$ cat config.mk
export PLATFORM = sky130hd
export DESIGN_NAME = ipv4_test_frame_builder_unit
export DESIGN_NICKNAME = d
export VERILOG_FILES = /design/src/design/ipv4tfb_pkg.sv /design/src/design/ipv4_test_frame_builder_unit.sv /design/src/design/ipv4tfb_ctrl.sv /design/src/design/ipv4tfb_dp.sv
export SDC_FILE = /design/constraint.sdc
export NUM_CORES = 1
export LEC_CHECK = 0
export BUFFER_PORTS_ARGS = -buffer_cell sky130_fd_sc_hd__clkbuf_2
export CAP_MARGIN = 20
export CORE_UTILIZATION = 55
export DETAILED_ROUTE_END_ITERATION = 10
export PLACE_DENSITY_LB_ADDON = 0.05
export SYNTH_ARGS = -nofsm -noshare
export SYNTH_HDL_FRONTEND = slang
export SYNTH_HIERARCHICAL = 1
export SYNTH_SLANG_ARGS = --single-unit
export TNS_END_PERCENT = 30
$ cat constraint.sdc
create_clock -name aclk -period 11.45 [get_ports aclk]
set_input_delay 0.5725 -clock aclk [delete_from_list [all_inputs] [get_ports aclk]]
set_output_delay 0.5725 -clock aclk [all_outputs]
set_load 0.03 [all_outputs]
$ cat src/design/ipv4tfb_pkg.sv
`timescale 1ns / 1ps
`default_nettype none
// ----------------------------------------------------------------------------
// ipv4tfb_pkg
// Shared types and constants of the IPv4 test frame builder.
// ----------------------------------------------------------------------------
package ipv4tfb_pkg;

    localparam int MAX_FRAME_BYTES_DEF = 2048;

    localparam int CFG_IDX_W  = 3;
    localparam int CFG_DATA_W = 32;
    localparam int IN_DATA_W  = 80;   // 64 random + 16 ident
    localparam int OUT_DATA_W = 72;   // 64 word + 4 count, padded

    typedef enum logic [CFG_IDX_W-1:0] {
        CFG_DEST_ADDRESS = 3'd0,
        CFG_DEST_PORT    = 3'd1,
        CFG_SPORT_LOW    = 3'd2,
        CFG_SPORT_HIGH   = 3'd3,
        CFG_KIND         = 3'd4,
        CFG_FRAME_BYTES  = 3'd5,
        CFG_DSCP         = 3'd6,
        CFG_FILL_MODE    = 3'd7
    } cfg_idx_t;

    typedef enum logic [1:0] {
        KIND_UDP  = 2'd0,
        KIND_TCP  = 2'd1,
        KIND_ICMP = 2'd2,
        KIND_ALT  = 2'd3
    } kind_t;

    typedef enum logic [1:0] {
        FILL_RANDOM = 2'd0,
        FILL_ZEROS  = 2'd1,
        FILL_ONES   = 2'd2,
        FILL_COUNT  = 2'd3
    } fill_t;

    typedef enum logic [1:0] {
        ST_IDLE,
        ST_DIV,
        ST_EMIT
    } state_t;

    typedef struct packed {
        logic capture;       // first beat: latch inputs, start port divide
        logic div_step;
        logic emit_live;     // build a word from the beat on the bus
        logic emit_latched;  // build word 0 from latched beat
    } ctrl_cmd_t;

    typedef struct packed {
        logic first_word;
        logic div_done;
        logic out_free;
    } dp_status_t;

    localparam logic [31:0] OWN_IP_ADDR = 32'hC0A80101;
    localparam logic [7:0]  TTL_VAL     = 8'd64;

endpackage
`default_nettype wire

$ cat src/design/ipv4_test_frame_builder_unit.sv
`timescale 1ns / 1ps
`default_nettype none
// ----------------------------------------------------------------------------
// ipv4_test_frame_builder_unit
// Builds Ethernet/IPv4 test frames (UDP, TCP SYN or ICMP echo), one 64-bit
// big-endian word per input beat.
//
//  channel  dir  payload
//  s_*      in   tdata[63:0] random_bits, tdata[79:64] echo_ident
//  m_*      out  tdata[63:0] frame_word, tdata[67:64] valid_bytes, tlast eof
//  cfg_*    in   register index 0..7, write data 32 bits
//
// Words after the first of a frame are each held in one output register. The
// first beat of a frame runs capture, the bit-serial remainder that picks the
// source port, divide done and emit, in turn. aresetn is synchronous; it restores
// register defaults and restarts framing. A stalled output holds the next beat
// off at the input.
// ----------------------------------------------------------------------------
module ipv4_test_frame_builder_unit #(
    parameter int MAX_FRAME_BYTES = ipv4tfb_pkg::MAX_FRAME_BYTES_DEF
) (
    input  wire logic                                aclk,
    input  wire logic                                aresetn,
    input  wire logic                                cfg_we,
    input  wire logic [ipv4tfb_pkg::CFG_IDX_W-1:0]    cfg_addr,
    input  wire logic [ipv4tfb_pkg::CFG_DATA_W-1:0]   cfg_wdata,
    input  wire logic                                s_tvalid,
    output logic                                     s_tready,
    input  wire logic [ipv4tfb_pkg::IN_DATA_W-1:0]    s_tdata,  // random_bits, echo_ident
    output logic                                     m_tvalid,
    input  wire logic                                m_tready,
    output logic [ipv4tfb_pkg::OUT_DATA_W-1:0]        m_tdata,  // frame_word, valid_bytes, pad
    output logic                                     m_tlast
);
    import ipv4tfb_pkg::*;

    ctrl_cmd_t   cmd;
    dp_status_t  status;
    logic [63:0] out_word;
    logic [3:0]  out_count;

    ipv4tfb_ctrl u_ctrl (
        .aclk     (aclk),
        .aresetn  (aresetn),
        .s_tvalid (s_tvalid),
        .s_tready (s_tready),
        .status   (status),
        .cmd      (cmd)
    );

    ipv4tfb_dp #(
        .MAX_FRAME_BYTES (MAX_FRAME_BYTES)
    ) u_dp (
        .aclk      (aclk),
        .aresetn   (aresetn),
        .cfg_we    (cfg_we),
        .cfg_addr  (cfg_addr),
        .cfg_wdata (cfg_wdata),
        .rnd_in    (s_tdata[63:0]),
        .ident_in  (s_tdata[79:64]),
        .cmd       (cmd),
        .status    (status),
        .m_tvalid  (m_tvalid),
        .m_tready  (m_tready),
        .out_word  (out_word),
        .out_count (out_count),
        .out_last  (m_tlast)
    );

    assign m_tdata = {4'd0, out_count, out_word};

endmodule
`default_nettype wire

$ cat src/design/ipv4tfb_ctrl.sv
`timescale 1ns / 1ps
`default_nettype none
// ----------------------------------------------------------------------------
// ipv4tfb_ctrl
// Sequencer: first beat of a frame runs the source port divide, then emits.
// ----------------------------------------------------------------------------
module ipv4tfb_ctrl (
    input  wire logic                   aclk,
    input  wire logic                   aresetn,
    input  wire logic                   s_tvalid,
    output logic                        s_tready,
    input  wire ipv4tfb_pkg::dp_status_t status,
    output ipv4tfb_pkg::ctrl_cmd_t      cmd
);
    import ipv4tfb_pkg::*;

    state_t state_reg, state_next;
    logic   accept;

    assign s_tready = (state_reg == ST_IDLE) && status.out_free;
    assign accept   = s_tvalid && s_tready;

    always_ff @(posedge aclk) begin
        if (!aresetn) begin
            state_reg <= ST_IDLE;
        end else begin
            state_reg <= state_next;
        end
    end

    always_comb begin
        state_next = state_reg;
        unique case (state_reg)
            ST_IDLE: begin
                if (accept && status.first_word) state_next = ST_DIV;
            end
            ST_DIV: begin
                if (status.div_done) state_next = ST_EMIT;
            end
            ST_EMIT: begin
                if (status.out_free) state_next = ST_IDLE;
            end
            default: state_next = ST_IDLE;
        endcase
    end

    always_comb begin
        cmd = '0;
        unique case (state_reg)
            ST_IDLE: begin
                cmd.capture   = accept && status.first_word;
                cmd.emit_live = accept && !status.first_word;
            end
            ST_DIV: begin
                cmd.div_step = !status.div_done;
            end
            ST_EMIT: begin
                cmd.emit_latched = status.out_free;
            end
            default: cmd = '0;
        endcase
    end

    a_busy_not_ready: assert property (@(posedge aclk) disable iff (!aresetn)
        (state_reg != ST_IDLE) |-> !s_tready)
        else $error("input taken while a frame start is in progress");

    a_div_to_emit: assert property (@(posedge aclk) disable iff (!aresetn)
        (state_reg == ST_DIV && status.div_done) |=> (state_reg == ST_EMIT))
        else $error("divide finished without emit");

    a_capture_once: assert property (@(posedge aclk) disable iff (!aresetn)
        cmd.capture |=> (state_reg == ST_DIV))
        else $error("capture did not start divide");

endmodule
`default_nettype wire

$ cat src/design/ipv4tfb_dp.sv
`timescale 1ns / 1ps
`default_nettype none
// ----------------------------------------------------------------------------
// ipv4tfb_dp
// Datapath: config registers, per-frame latches, port divider, word builder
// and output register.
// ----------------------------------------------------------------------------
module ipv4tfb_dp #(
    parameter int MAX_FRAME_BYTES = ipv4tfb_pkg::MAX_FRAME_BYTES_DEF
) (
    input  wire logic                              aclk,
    input  wire logic                              aresetn,
    input  wire logic                              cfg_we,
    input  wire logic [ipv4tfb_pkg::CFG_IDX_W-1:0]  cfg_addr,
    input  wire logic [ipv4tfb_pkg::CFG_DATA_W-1:0] cfg_wdata,
    input  wire logic [63:0]                       rnd_in,
    input  wire logic [15:0]                       ident_in,
    input  wire ipv4tfb_pkg::ctrl_cmd_t             cmd,
    output ipv4tfb_pkg::dp_status_t                status,
    output logic                                   m_tvalid,
    input  wire logic                              m_tready,
    output logic [63:0]                            out_word,
    output logic [3:0]                             out_count,
    output logic                                   out_last
);
    import ipv4tfb_pkg::*;

    localparam int LEN_LIMIT = (MAX_FRAME_BYTES < 1514) ? MAX_FRAME_BYTES : 1514;

    // configuration
    logic [31:0] dest_addr_reg;
    logic [15:0] dest_port_reg, sport_low_reg, sport_high_reg;
    logic [1:0]  kind_reg, fill_reg;
    logic [10:0] frame_bytes_reg;
    logic [5:0]  dscp_reg;

    // frame state
    logic [7:0]  word_idx_reg;
    logic [31:0] seq_reg;
    logic [15:0] sport_reg, hsum_reg, ident_reg;
    logic [10:0] len_reg;
    logic [63:0] rnd_reg;

    // divider
    logic [4:0]  div_cnt_reg;
    logic [16:0] div_rem_reg, span_reg;
    logic [15:0] div_dvd_reg;
    logic [16:0] rem_sh;

    // output register
    logic        out_valid_reg;
    logic [63:0] word_reg;
    logic [3:0]  count_reg;
    logic        last_reg;

    logic [10:0] clamp_len;
    logic [16:0] span_now;
    logic [18:0] sum_raw;
    logic [16:0] sum_f1;
    logic [15:0] sum_f2;
    logic [7:0]  proto_now;

    logic        emit;
    logic [63:0] rnd_sel;
    logic [10:0] len_sel, base, remain;
    logic [15:0] hsum_sel, sport_sel, ident_sel;
    logic        last_now;
    logic [3:0]  count_now;
    logic [63:0] word_now;

    function automatic logic [7:0] frame_byte(
        input logic [10:0] pos, input logic [10:0] len, input logic [1:0] kind,
        input logic [5:0] dscp, input logic [15:0] hsum, input logic [31:0] daddr,
        input logic [15:0] sport, input logic [15:0] dport, input logic [1:0] fill,
        input logic [31:0] seq, input logic [15:0] ident, input logic [7:0] rbyte,
        input logic [7:0] proto);
        logic [10:0] ip_len, udp_len, cnt;
        logic [7:0]  b;
        ip_len  = len - 11'd14;
        udp_len = len - 11'd34;
        cnt     = pos - 11'd42;
        b       = 8'h00;
        priority case (pos)
            11'd0, 11'd6: b = 8'h00;
            11'd1: b = 8'hAA;
            11'd2: b = 8'hBB;
            11'd3: b = 8'hCC;
            11'd4: b = 8'hDD;
            11'd5: b = 8'hEE;
            11'd7: b = 8'h11;
            11'd8: b = 8'h22;
            11'd9: b = 8'h33;
            11'd10: b = 8'h44;
            11'd11: b = 8'h55;
            11'd12: b = 8'h08;
            11'd13: b = 8'h00;
            11'd14: b = 8'h45;
            11'd15: b = {dscp, 2'b00};
            11'd16: b = {5'd0, ip_len[10:8]};
            11'd17: b = ip_len[7:0];
            11'd22: b = TTL_VAL;
            11'd23: b = proto;
            11'd24: b = hsum[15:8];
            11'd25: b = hsum[7:0];
            11'd26: b = OWN_IP_ADDR[31:24];
            11'd27: b = OWN_IP_ADDR[23:16];
            11'd28: b = OWN_IP_ADDR[15:8];
            11'd29: b = OWN_IP_ADDR[7:0];
            11'd30: b = daddr[31:24];
            11'd31: b = daddr[23:16];
            11'd32: b = daddr[15:8];
            11'd33: b = daddr[7:0];
            default: begin
                if (pos < 11'd34) begin
                    b = 8'h00;
                end else if (kind == KIND_UDP) begin
                    priority if (pos == 11'd34) b = sport[15:8];
                    else if (pos == 11'd35) b = sport[7:0];
                    else if (pos == 11'd36) b = dport[15:8];
                    else if (pos == 11'd37) b = dport[7:0];
                    else if (pos == 11'd38) b = {5'd0, udp_len[10:8]};
                    else if (pos == 11'd39) b = udp_len[7:0];
                    else if (pos < 11'd42) b = 8'h00;
                    else begin
                        unique case (fill)
                            FILL_RANDOM: b = rbyte;
                            FILL_ZEROS:  b = 8'h00;
                            FILL_ONES:   b = 8'hFF;
                            FILL_COUNT:  b = cnt[7:0];
                            default:     b = 8'h00;
                        endcase
                    end
                end else if (kind == KIND_TCP) begin
                    priority if (pos == 11'd34) b = sport[15:8];
                    else if (pos == 11'd35) b = sport[7:0];
                    else if (pos == 11'd36) b = dport[15:8];
                    else if (pos == 11'd37) b = dport[7:0];
                    else if (pos == 11'd38) b = seq[31:24];
                    else if (pos == 11'd39) b = seq[23:16];
                    else if (pos == 11'd40) b = seq[15:8];
                    else if (pos == 11'd41) b = seq[7:0];
                    else if (pos == 11'd46) b = 8'h50;
                    else if (pos == 11'd47) b = 8'h02;
                    else if (pos == 11'd48 || pos == 11'd49) b = 8'hFF;
                    else b = 8'h00;
                end else begin
                    priority if (pos == 11'd34) b = 8'h08;
                    else if (pos == 11'd38) b = ident[15:8];
                    else if (pos == 11'd39) b = ident[7:0];
                    else if (pos == 11'd40) b = seq[15:8];
                    else if (pos == 11'd41) b = seq[7:0];
                    else b = 8'h00;
                end
            end
        endcase
        return b;
    endfunction

    // config writes
    always_ff @(posedge aclk) begin
        if (!aresetn) begin
            dest_addr_reg   <= 32'hC0A80202;
            dest_port_reg   <= 16'd5000;
            sport_low_reg   <= 16'd10000;
            sport_high_reg  <= 16'd10100;
            kind_reg        <= KIND_UDP;
            frame_bytes_reg <= 11'd1400;
            dscp_reg        <= 6'd0;
            fill_reg        <= FILL_COUNT;
        end else if (cfg_we) begin
            unique case (cfg_idx_t'(cfg_addr))
                CFG_DEST_ADDRESS: dest_addr_reg   <= cfg_wdata;
                CFG_DEST_PORT:    dest_port_reg   <= cfg_wdata[15:0];
                CFG_SPORT_LOW:    sport_low_reg   <= cfg_wdata[15:0];
                CFG_SPORT_HIGH:   sport_high_reg  <= cfg_wdata[15:0];
                CFG_KIND:         kind_reg        <= cfg_wdata[1:0];
                CFG_FRAME_BYTES:  frame_bytes_reg <= cfg_wdata[10:0];
                CFG_DSCP:         dscp_reg        <= cfg_wdata[5:0];
                CFG_FILL_MODE:    fill_reg        <= cfg_wdata[1:0];
                default: ;
            endcase
        end
    end

    // per-frame header values
    always_comb begin
        clamp_len = frame_bytes_reg;
        if (clamp_len < 11'd60) clamp_len = 11'd60;
        if (clamp_len > 11'(LEN_LIMIT)) clamp_len = 11'(LEN_LIMIT);
        span_now = (sport_high_reg >= sport_low_reg)
                 ? ({1'b0, sport_high_reg} - {1'b0, sport_low_reg} + 17'd1) : 17'd1;
        unique case (kind_reg)
            KIND_UDP: proto_now = 8'd17;
            KIND_TCP: proto_now = 8'd6;
            default:  proto_now = 8'd1;
        endcase
        sum_raw = 19'({8'h45, dscp_reg, 2'b00}) + 19'(clamp_len - 11'd14)
                + 19'({8'h40, proto_now}) + 19'(OWN_IP_ADDR[31:16])
                + 19'(OWN_IP_ADDR[15:0])
                + 19'(dest_addr_reg[31:16]) + 19'(dest_addr_reg[15:0]);
        sum_f1 = 17'(sum_raw[15:0]) + 17'(sum_raw[18:16]);
        sum_f2 = sum_f1[15:0] + 16'(sum_f1[16]);
    end

    // restoring divide for the source port remainder, one bit a cycle
    assign rem_sh = {div_rem_reg[15:0], div_dvd_reg[15]};

    always_ff @(posedge aclk) begin
        if (!aresetn) begin
            div_cnt_reg <= '0;
        end else if (cmd.capture) begin
            div_cnt_reg <= 5'd16;
        end else if (cmd.div_step) begin
            div_cnt_reg <= div_cnt_reg - 5'd1;
        end
    end

    always_ff @(posedge aclk) begin
        if (cmd.capture) begin
            div_rem_reg <= '0;
            div_dvd_reg <= rnd_in[15:0];
            span_reg    <= span_now;
            rnd_reg     <= rnd_in;
            ident_reg   <= ident_in;
            len_reg     <= clamp_len;
            hsum_reg    <= ~sum_f2;
        end else if (cmd.div_step) begin
            div_rem_reg <= (rem_sh >= span_reg) ? (rem_sh - span_reg) : rem_sh;
            div_dvd_reg <= {div_dvd_reg[14:0], 1'b0};
        end
        if (cmd.emit_latched) begin
            sport_reg <= sport_low_reg + div_rem_reg[15:0];
        end
    end

    // word builder
    assign emit      = cmd.emit_live || cmd.emit_latched;
    assign rnd_sel   = cmd.emit_latched ? rnd_reg : rnd_in;
    assign len_sel   = len_reg;
    assign hsum_sel  = hsum_reg;
    assign ident_sel = ident_reg;
    assign sport_sel = cmd.emit_latched ? (sport_low_reg + div_rem_reg[15:0]) : sport_reg;
    assign base      = {word_idx_reg, 3'b000};
    assign remain    = (len_sel > base) ? (len_sel - base) : 11'd1;
    assign last_now  = remain <= 11'd8;
    assign count_now = last_now ? remain[3:0] : 4'd8;

    always_comb begin
        for (int k = 0; k < 8; k++) begin
            if (4'(k) < count_now) begin
                word_now[63-8*k -: 8] = frame_byte(base + 11'(k), len_sel, kind_reg,
                    dscp_reg, hsum_sel, dest_addr_reg, sport_sel, dest_port_reg,
                    fill_reg, seq_reg, ident_sel, rnd_sel[63-8*k -: 8], proto_now);
            end else begin
                word_now[63-8*k -: 8] = 8'h00;
            end
        end
    end

    always_ff @(posedge aclk) begin
        if (!aresetn) begin
            word_idx_reg  <= '0;
            seq_reg       <= '0;
            out_valid_reg <= 1'b0;
        end else begin
            if (emit) begin
                out_valid_reg <= 1'b1;
                if (last_now) begin
                    word_idx_reg <= '0;
                    seq_reg      <= seq_reg + 32'd1;
                end else begin
                    word_idx_reg <= word_idx_reg + 8'd1;
                end
            end else if (m_tready) begin
                out_valid_reg <= 1'b0;
            end
        end
    end

    always_ff @(posedge aclk) begin
        if (emit) begin
            word_reg  <= word_now;
            count_reg <= count_now;
            last_reg  <= last_now;
        end
    end

    assign status.first_word = (word_idx_reg == 8'd0);
    assign status.div_done   = (div_cnt_reg == 5'd0);
    assign status.out_free   = !out_valid_reg || m_tready;

    assign m_tvalid  = out_valid_reg;
    assign out_word  = word_reg;
    assign out_count = count_reg;
    assign out_last  = last_reg;

    a_count_range: assert property (@(posedge aclk) disable iff (!aresetn)
        out_valid_reg |-> (count_reg != 4'd0 && count_reg <= 4'd8))
        else $error("byte count out of range");

    a_full_unless_last: assert property (@(posedge aclk) disable iff (!aresetn)
        (out_valid_reg && !last_reg) |-> (count_reg == 4'd8))
        else $error("short word before frame end");

    a_last_wraps: assert property (@(posedge aclk) disable iff (!aresetn)
        (emit && last_now) |=> (word_idx_reg == 8'd0))
        else $error("word index not cleared after last word");

    a_rem_below_span: assert property (@(posedge aclk) disable iff (!aresetn)
        (cmd.div_step && div_cnt_reg == 5'd1) |=> (div_rem_reg < span_reg))
        else $error("divider remainder not below span");

endmodule
`default_nettype wire

==> results of run 1 <==
[synthesized netlist by cell type (20+ instances only)]
master      n  area share [%]
a211oi_1   26            0.86
a21oi_1   241             5.3
a31oi_1    28            0.77
and3_1     21            0.58
clkbuf_1  105             1.7
dfxtp_1   181              16
edfxtp_1  209              28
fa_1       37             3.2
ha_1      134             7.4
inv_1     151             2.5
mux2_2     51             2.5
mux2i_1    59             2.6
nand2_1   293             4.8
nand2b_1   20            0.55
nand3_1    52             1.1
nand4_1    31            0.85
nor2_1    186             3.1
nor2b_1    26            0.71
nor3_1     45            0.99
o21ai_0    86             1.9
or3_1      23            0.63
xnor2_1    68             2.6
xor2_1     56             2.2
[area by class of cell]
cell class	instances	share of cell area (%)
Multi-Input combinational cell	1760	46.5
Sequential cell	390	38.7
Clock buffer	58	4.74
Timing Repair Buffer	212	4.36
Tap cell	532	2.60
Inverter	153	2.25
Clock inverter	22	0.909
Antenna cell	3	0.0293
[power by group through the flow]
stage	logic (uW)	registers (uW)	clock network, uW
global route	1370	1880	1490
detailed placement	1230	1890	0
floorplan	850	1890	0
finish	1250	1860	1420
global placement	1210	1880	0
CTS	1240	1860	1440
[final timing paths]
| kind | startpoint | cells after the start | end | slack, ns |
|---|---|---|---|---|
| setup / recovery | u_dp/frame_bytes_reg[8] | 44 | u_dp/hsum_reg[15] | 1.23 |
| hold / removal | s_tdata[78] | 1 | u_dp/ident_reg[14] | 0.17 |
| setup reg to reg | u_dp/frame_bytes_reg[8] | 44 | u_dp/hsum_reg[15] | 1.23 |
| hold reg to reg | u_dp/dest_port_reg[14] | 2 | u_dp/dest_port_reg[14] | 0.47 |
[metal layers]
metal | part of all wire (%) | global-route usage, % | vias up
li1 | - | - | 8916
met1 | 43 | 46.3 | 9166
met2 | 45 | 52.5 | 871
met3 | 7.8 | 5.54 | 131
met4 | 4.2 | 14.2 | 2
met5 | 0.013 | 0 | -
[cell usage in the layout (no fill, tap or decap), types with 14 or more instances in the layout]
| cell | n |
|---|---|
| nand2_1 | 293 |
| a21oi_1 | 241 |
| edfxtp_1 | 209 |
| clkbuf_2 | 190 |
| nor2_1 | 186 |
| dfxtp_1 | 181 |
| inv_1 | 150 |
| ha_1 | 134 |
| o21ai_0 | 86 |
| xnor2_1 | 68 |
| mux2i_1 | 59 |
| xor2_1 | 56 |
| nand3_1 | 52 |
| mux2_2 | 51 |
| clkbuf_16 | 44 |
| nor3_1 | 43 |
| fa_1 | 37 |
| nand4_1 | 31 |
| a31oi_1 | 28 |
| nor2b_1 | 26 |
| a211oi_1 | 26 |
| or3_1 | 23 |
| buf_4 | 22 |
| and3_1 | 20 |
| nand2b_1 | 20 |
| a21o_1 | 18 |
| and2_1 | 18 |
| a22oi_1 | 17 |
| o211ai_1 | 17 |
| a221oi_1 | 17 |
| or2_2 | 16 |
| nor4_1 | 14 |
[cell families after synthesis]
kind of cell / after synthesis / share of synthesized area (%)
adder cells (fa/ha/maj): 171 / 10.6
AND/OR/NAND/NOR: 777 / 15.8
flip-flops: 390 / 43.4
multiplexers: 110 / 5.11
XOR/XNOR: 124 / 4.76
buffers and inverters: 273 / 4.57
other: 3 / 0.0494
AO/OA/AOI/OAI: 569 / 15.6
[metrics by stage]
step,hold WS (ns),worst slack (ns),total power [uW]
2_1_floorplan,0.436,2.87,2740
3_3_place_gp,0.448,1.89,3100
3_5_place_dp,0.455,1.45,3120
4_1_cts,0.148,1.35,4540
5_1_grt,0.146,0.477,4740
6_report,0.166,1.23,4540
[worst max-delay path, delay by kind of cell, from the launching register on]
| family | cells | cell delay (ns) |
|---|---|---|
| compound gates | 12 | 2.51 |
| flops | 1 | 0.35 |
| buf+inv | 4 | 0.31 |
| fa+ha+maj | 7 | 2.25 |
| xor+xnor | 2 | 0.29 |
| simple gates | 19 | 4.26 |
==> out/metrics.csv, run 1 <==
stage,metric,value,unit
floorplan,Starting Density,55.8,%
timing,setup TNS,0,ns
pwr,Pwr Density,177,nW/um^2
logic_synthesis,"EDFF count, synth",209,
timing,RSZ-0062 raised after global routing,false,
timing,clock skew,0.0141,ns
routing,Via Count,19086,
global_routing,via count of the first global-routing pass,17898,
global_routing,initial antenna violation count,4,
place,# placed instances,3047,
routing,iteration count of the initial detailed-routing pass,6,
logic_synthesis,sequential fraction of the synthesis area,43.4,%
final_layout,share of layout cells above drive strength 1,14.2,%
clocking,CTS Hold Buffers Added,0,
job,max cap viols,0,
final_layout,fin cells,3130,
pwr,Seq pwr share,41.0,%
routing,DRT iter0 DRCs,1888,
clocking,post-CTS setup buffers,0,
critical_path,kind of critical path,register to register,
critical_path,CP Data Arrival Time,10.56,ns
global_routing,gr ovfl total,0,
routing,post-DR vias/cell,6.10,
final_layout,Final Net Count,2851,
timing,Max Clk Rate,97.8,MHz
logic_synthesis,syn avg cell area,9.43,sq um
logic_synthesis,synthesized flop and latch total,390,
clocking,clk slew on worst S/H paths,0.06,ns
pwr,cell-internal power,3020,uW
pwr,switching part of the total,33.5,%
logic_synthesis,Synth Warn #,6,
global_routing,largest net degree at the start of global routing,80,
critical_path,Worst Path Required,11.79,ns
clocking,CTS tree,yes,
timing,slew at the pin closest to its max-slew limit,1.19,ns
clocking,Num CTS Buffers,43,
final_layout,multi-input logic area,11900,sq um
clocking,H-tree Lvls,2,
status,status,finished clean,
logic_synthesis,mapped cell area,22800,sq um
final_layout,Finished Core Util,62.7,%
timing,final hold violation count,0,
pwr,clock share of power,31.3,%
floorplan,Die Y,206,microns
place,gp weighted congestion,0.917,
global_routing,first-pass GRT wire length,107000,microns
critical_path,Critical Path Start Type,register,
pwr,LEAKAGE,0.0101,uW
timing,final slew viol count,0,
critical_path,"Slowest-stage cell, CP",or4_1,
timing,Period minus WS final,10.22,ns
global_routing,GRT Total Usage,33.7,%
clocking,CTS Root Cell,clkbuf_16,
pwr,Sw Pwr,1520,uW
floorplan,Die Area,42300,sq um
logic_synthesis,asr flop ratio synth,0,%
place,DP HPWL,53600,microns
final_layout,register area,9900,sq um
timing,Final period util,89.3,%
routing,final antenna-violating net count,0,
floorplan,Die W,206,microns
logic_synthesis,Most used DFF post-synth,edfxtp_1,
timing,setup violators final,0,
timing,Slew headroom,20.0,%
critical_path,most frequent CP cell,ha_1,
logic_synthesis,library cells used by synthesis,84,
routing,drt drc,0,
pwr,Logic pwr share,27.6,%
final_layout,FILL cells,3480,
critical_path,Worst Setup End Kind,register,
logic_synthesis,number of cells produced by synthesis,2417,
critical_path,crit path max fanout,8,
clocking,clk_lat worst skew,0.59,ns
routing,post-DR wirelength/cell,22.8,microns
place,I/O Buffers,190,
critical_path,Worst path max stage delay,0.51,ns
clocking,Max Root-Sink Buffers,3,
place,Placed Area,24200,sq um
worst_hold_path,Hold Crit Class,primary input to register,
final_layout,synthesis-to-finish area growth,12.3,%
routing,DRT Wirelength,71500,microns
pwr,Peak VDD IR,0.101,mV
final_layout,final instance area,25600,sq um
floorplan,core box area,40800,sq um
clocking,Clock Sinks,390,
floorplan,Top Ports,195,
clocking,PostCTS Resize Cnt,0,
floorplan,Core Rows,74,
No activity file was read; power rests on OpenSTA's default activity.
==> run 2, diff against run 1 <==
--- a/config.mk
+++ b/config.mk
@@ -5,10 +5,12 @@
 export SDC_FILE = /design/constraint.sdc
 export NUM_CORES = 1
 export LEC_CHECK = 0
+export ABC_AREA = 1
 export BUFFER_PORTS_ARGS = -buffer_cell sky130_fd_sc_hd__clkbuf_2
 export CAP_MARGIN = 20
 export CORE_UTILIZATION = 55
 export DETAILED_ROUTE_END_ITERATION = 10
+export HOLD_SLACK_MARGIN = 0.15
 export PLACE_DENSITY_LB_ADDON = 0.05
 export SYNTH_ARGS = -nofsm -noshare
 export SYNTH_HDL_FRONTEND = slang
==> run 2 against run 1 <==
Against the previous run: setup slack gained 1.9 ns; maximum frequency rose by 23%; critical path type unchanged; die area up 6.3%; clock-buffer cell count down 1; final cell count increased by 22%; wire length grew 9.9%; critical path depth rose by 11; worst hold slack better by 0.0072 ns; clock skew about the same; combinational power decreased by 17%.
==> out/metrics.csv, run 2 <==
stage,metric,value,unit
routing,DRT Wirelength,78500,microns
critical_path,Worst Setup End Kind,register,
status,status,finished clean,
logic_synthesis,syn avg cell area,7.97,sq um
global_routing,largest net degree at the start of global routing,89,
timing,Period minus WS final,8.34,ns
critical_path,"Slowest-stage cell, CP",fa_1,
logic_synthesis,mapped cell area,24200,sq um
critical_path,CP Launch Point,u_dp/frame_bytes_reg[7],
routing,post-DR wirelength/cell,20.5,microns
logic_synthesis,synthesized flop and latch total,390,
timing,Max Clk Rate,120,MHz
final_layout,Final Net Count,3494,
floorplan,Die Y,212,microns
critical_path,CP Data Arrival Time,8.68,ns
floorplan,Core Rows,76,
clocking,clk_lat worst skew,0.58,ns
critical_path,crit path max fanout,11,
floorplan,Top Ports,195,
critical_path,kind of critical path,register to register,
logic_synthesis,most common library cells after synthesis,"nand2_1 (647), inv_1 (370), nor2_1 (280), a21oi_1 (254), o21ai_0 (223)",
routing,final antenna-violating net count,0,
final_layout,"commonest non-fill, non-tap cell in the layout",nand2_1,
global_routing,initial antenna violation count,1,
global_routing,first-pass GRT wire length,118000,microns
timing,setup TNS,0,ns
pwr,LEAKAGE,0.0121,uW
clocking,clk slew on worst S/H paths,0.06,ns
clocking,Clock Sinks,390,
pwr,Pwr Density,156,nW/um^2
floorplan,Die Area,44900,sq um
floorplan,Die W,212,microns
logic_synthesis,"area leader, netlist",edfxtp_1,
timing,setup violators final,0,
routing,DRT iter0 DRCs,2035,
logic_synthesis,"count leader, synth",nand2_1,
job,max cap viols,0,
timing,final hold violation count,0,
critical_path,most frequent CP cell,nand2_1,
timing,clock skew,0.0143,ns
place,DP HPWL,59500,microns
timing,RSZ-0062 raised after global routing,false,
logic_synthesis,Most used DFF post-synth,edfxtp_1,
final_layout,Finished Core Util,62.8,%
final_layout,most frequent cells in the layout,"nand2_1 (647), inv_1 (367), nor2_1 (279)",
global_routing,GRT Total Usage,34.8,%
logic_synthesis,sequential fraction of the synthesis area,40.8,%
logic_synthesis,number of cells produced by synthesis,3040,
clocking,CTS Root Cell,clkbuf_16,
clocking,PostCTS Resize Cnt,0,
floorplan,Starting Density,56.0,%
place,gp weighted congestion,0.988,
routing,iteration count of the initial detailed-routing pass,6,
global_routing,gr ovfl total,0,
routing,Via Count,22014,
final_layout,Ant. Diodes,0,
critical_path,Critical Path Start Type,register,
place,I/O Buffers,190,
clocking,Num CTS Buffers,43,
final_layout,share of layout cells above drive strength 1,12.4,%
logic_synthesis,library cells used by synthesis,70,
routing,drt drc,0,
logic_synthesis,top-area cell type share of the netlist area,25.9,%
logic_synthesis,asr flop ratio synth,0,%
global_routing,via count of the first global-routing pass,20354,
clocking,CTS tree,yes,
critical_path,Reg2Reg Launch Point,u_dp/frame_bytes_reg[7],
timing,Slew headroom,27.0,%
final_layout,synthesis-to-finish area growth,12.1,%
logic_synthesis,Synth Warn #,6,
timing,final slew viol count,0,
pwr,Peak VDD IR,0.142,mV
timing,Final period util,72.8,%
critical_path,Worst path max stage delay,0.42,ns
final_layout,FILL cells,3843,
logic_synthesis,"EDFF count, synth",209,
timing,slew at the pin closest to its max-slew limit,1.09,ns
logic_synthesis,Area contributors post-synth,"edfxtp_1 (26%), dfxtp_1 (15%), nand2_1 (10%)",
critical_path,Worst Path Required,11.79,ns
worst_hold_path,Hold Crit Class,primary input to register,
floorplan,core box area,43300,sq um
worst_hold_path,Hold Path Origin,s_tdata[71],
routing,post-DR vias/cell,5.76,
clocking,H-tree Lvls,2,
clocking,Max Root-Sink Buffers,3,
==> run 2: changes by cell type after synthesis, sizes merged, moves of 26 or more <==
cell | previous run | this run
nor2 | 186 | 298
o21ai | 90 | 233
nand3 | 52 | 161
nand2 | 293 | 682
inv | 152 | 389
mux2 | 51 | 0
mux2i | 59 | 2
xnor2 | 68 | 24
nor2b | 26 | 0
clkbuf | 105 | 75
==> run 2: cells by family after synthesis <==
group	synth area share, %
multiplexers	0.0826
XOR/XNOR	3.29
other	0.0465
buffers and inverters	8.34
flip-flops	40.8
AND/OR/NAND/NOR	22.6
AO/OA/AOI/OAI	14.8
adder cells (fa/ha/maj)	9.97
==> run 2: worst paths after layout <==
path	end	slack, ns	cells past startpoint
worst min register to register	u_dp/sport_reg[1]	0.46	2
worst min-delay path	u_dp/ident_reg[7]	0.17	1
worst max register to register	u_dp/hsum_reg[15]	3.11	55
worst max-delay path	u_dp/hsum_reg[15]	3.11	55
==> run 2: cell type report <==
class | count | area [sq um] | area share, %
Timing Repair Buffer | 221 | 1220 | 4.49
Tap cell | 585 | 732 | 2.69
Inverter | 396 | 1500 | 5.51
Clock buffer | 57 | 1240 | 4.57
Clock inverter | 23 | 236 | 0.870
Multi-Input combinational cell | 2151 | 12400 | 45.5
Sequential cell | 390 | 9900 | 36.4
==> run 2: metal layers <==
metal  vias up  share of wire, %  GRT usage (%)
met5         -             0.014              0
met3       189               7.9           5.31
met4         2               5.0           16.7
met2      1008                45           55.0
li1      10477                 -              -
met1     10338                42           46.7
==> run 2: repair_timing <==
item,CTS,global route
endpoints found under the hold margin,12,0
buffers inserted,0,0
hold buffers,12,0
endpoints found under the setup margin,0,0
==> run 2: critical path, delay by kind of cell (launching register included) <==
kind / cells / cell delay (ns)
DFF: 1 / 0.34
adders and majority gates: 7 / 2.12
AOI/OAI and AO/OA: 3 / 0.51
and+or+nand+nor: 38 / 4.59
xor gates and xnor gates: 1 / 0.15
buffers and inverters: 6 / 0.38
==> run 2: power breakdown <==
group	leakage [uW]	internal [uW]	switching, uW
Clock	0.000725	856	596
Combinational	0.00796	310	728
Sequential	0.00341	1680	73.2
Total	0.0121	2840	1400
==> run 2: per-stage QoR <==
step | power [uW] | setup WS (ns) | std cells | hold WS (ns) | area, sq um
2_1_floorplan | 2480 | 4.28 | 3046 | 0.416 | 24300
3_3_place_gp | 2780 | 3.46 | 3730 | 0.432 | 25600
3_5_place_dp | 2790 | 3.22 | 3730 | 0.442 | 25600
4_1_cts | 4250 | 3.17 | 3822 | 0.151 | 27200
5_1_grt | 4430 | 2.24 | 3823 | 0.161 | 27200
6_report | 4240 | 3.11 | 3823 | 0.173 | 27200
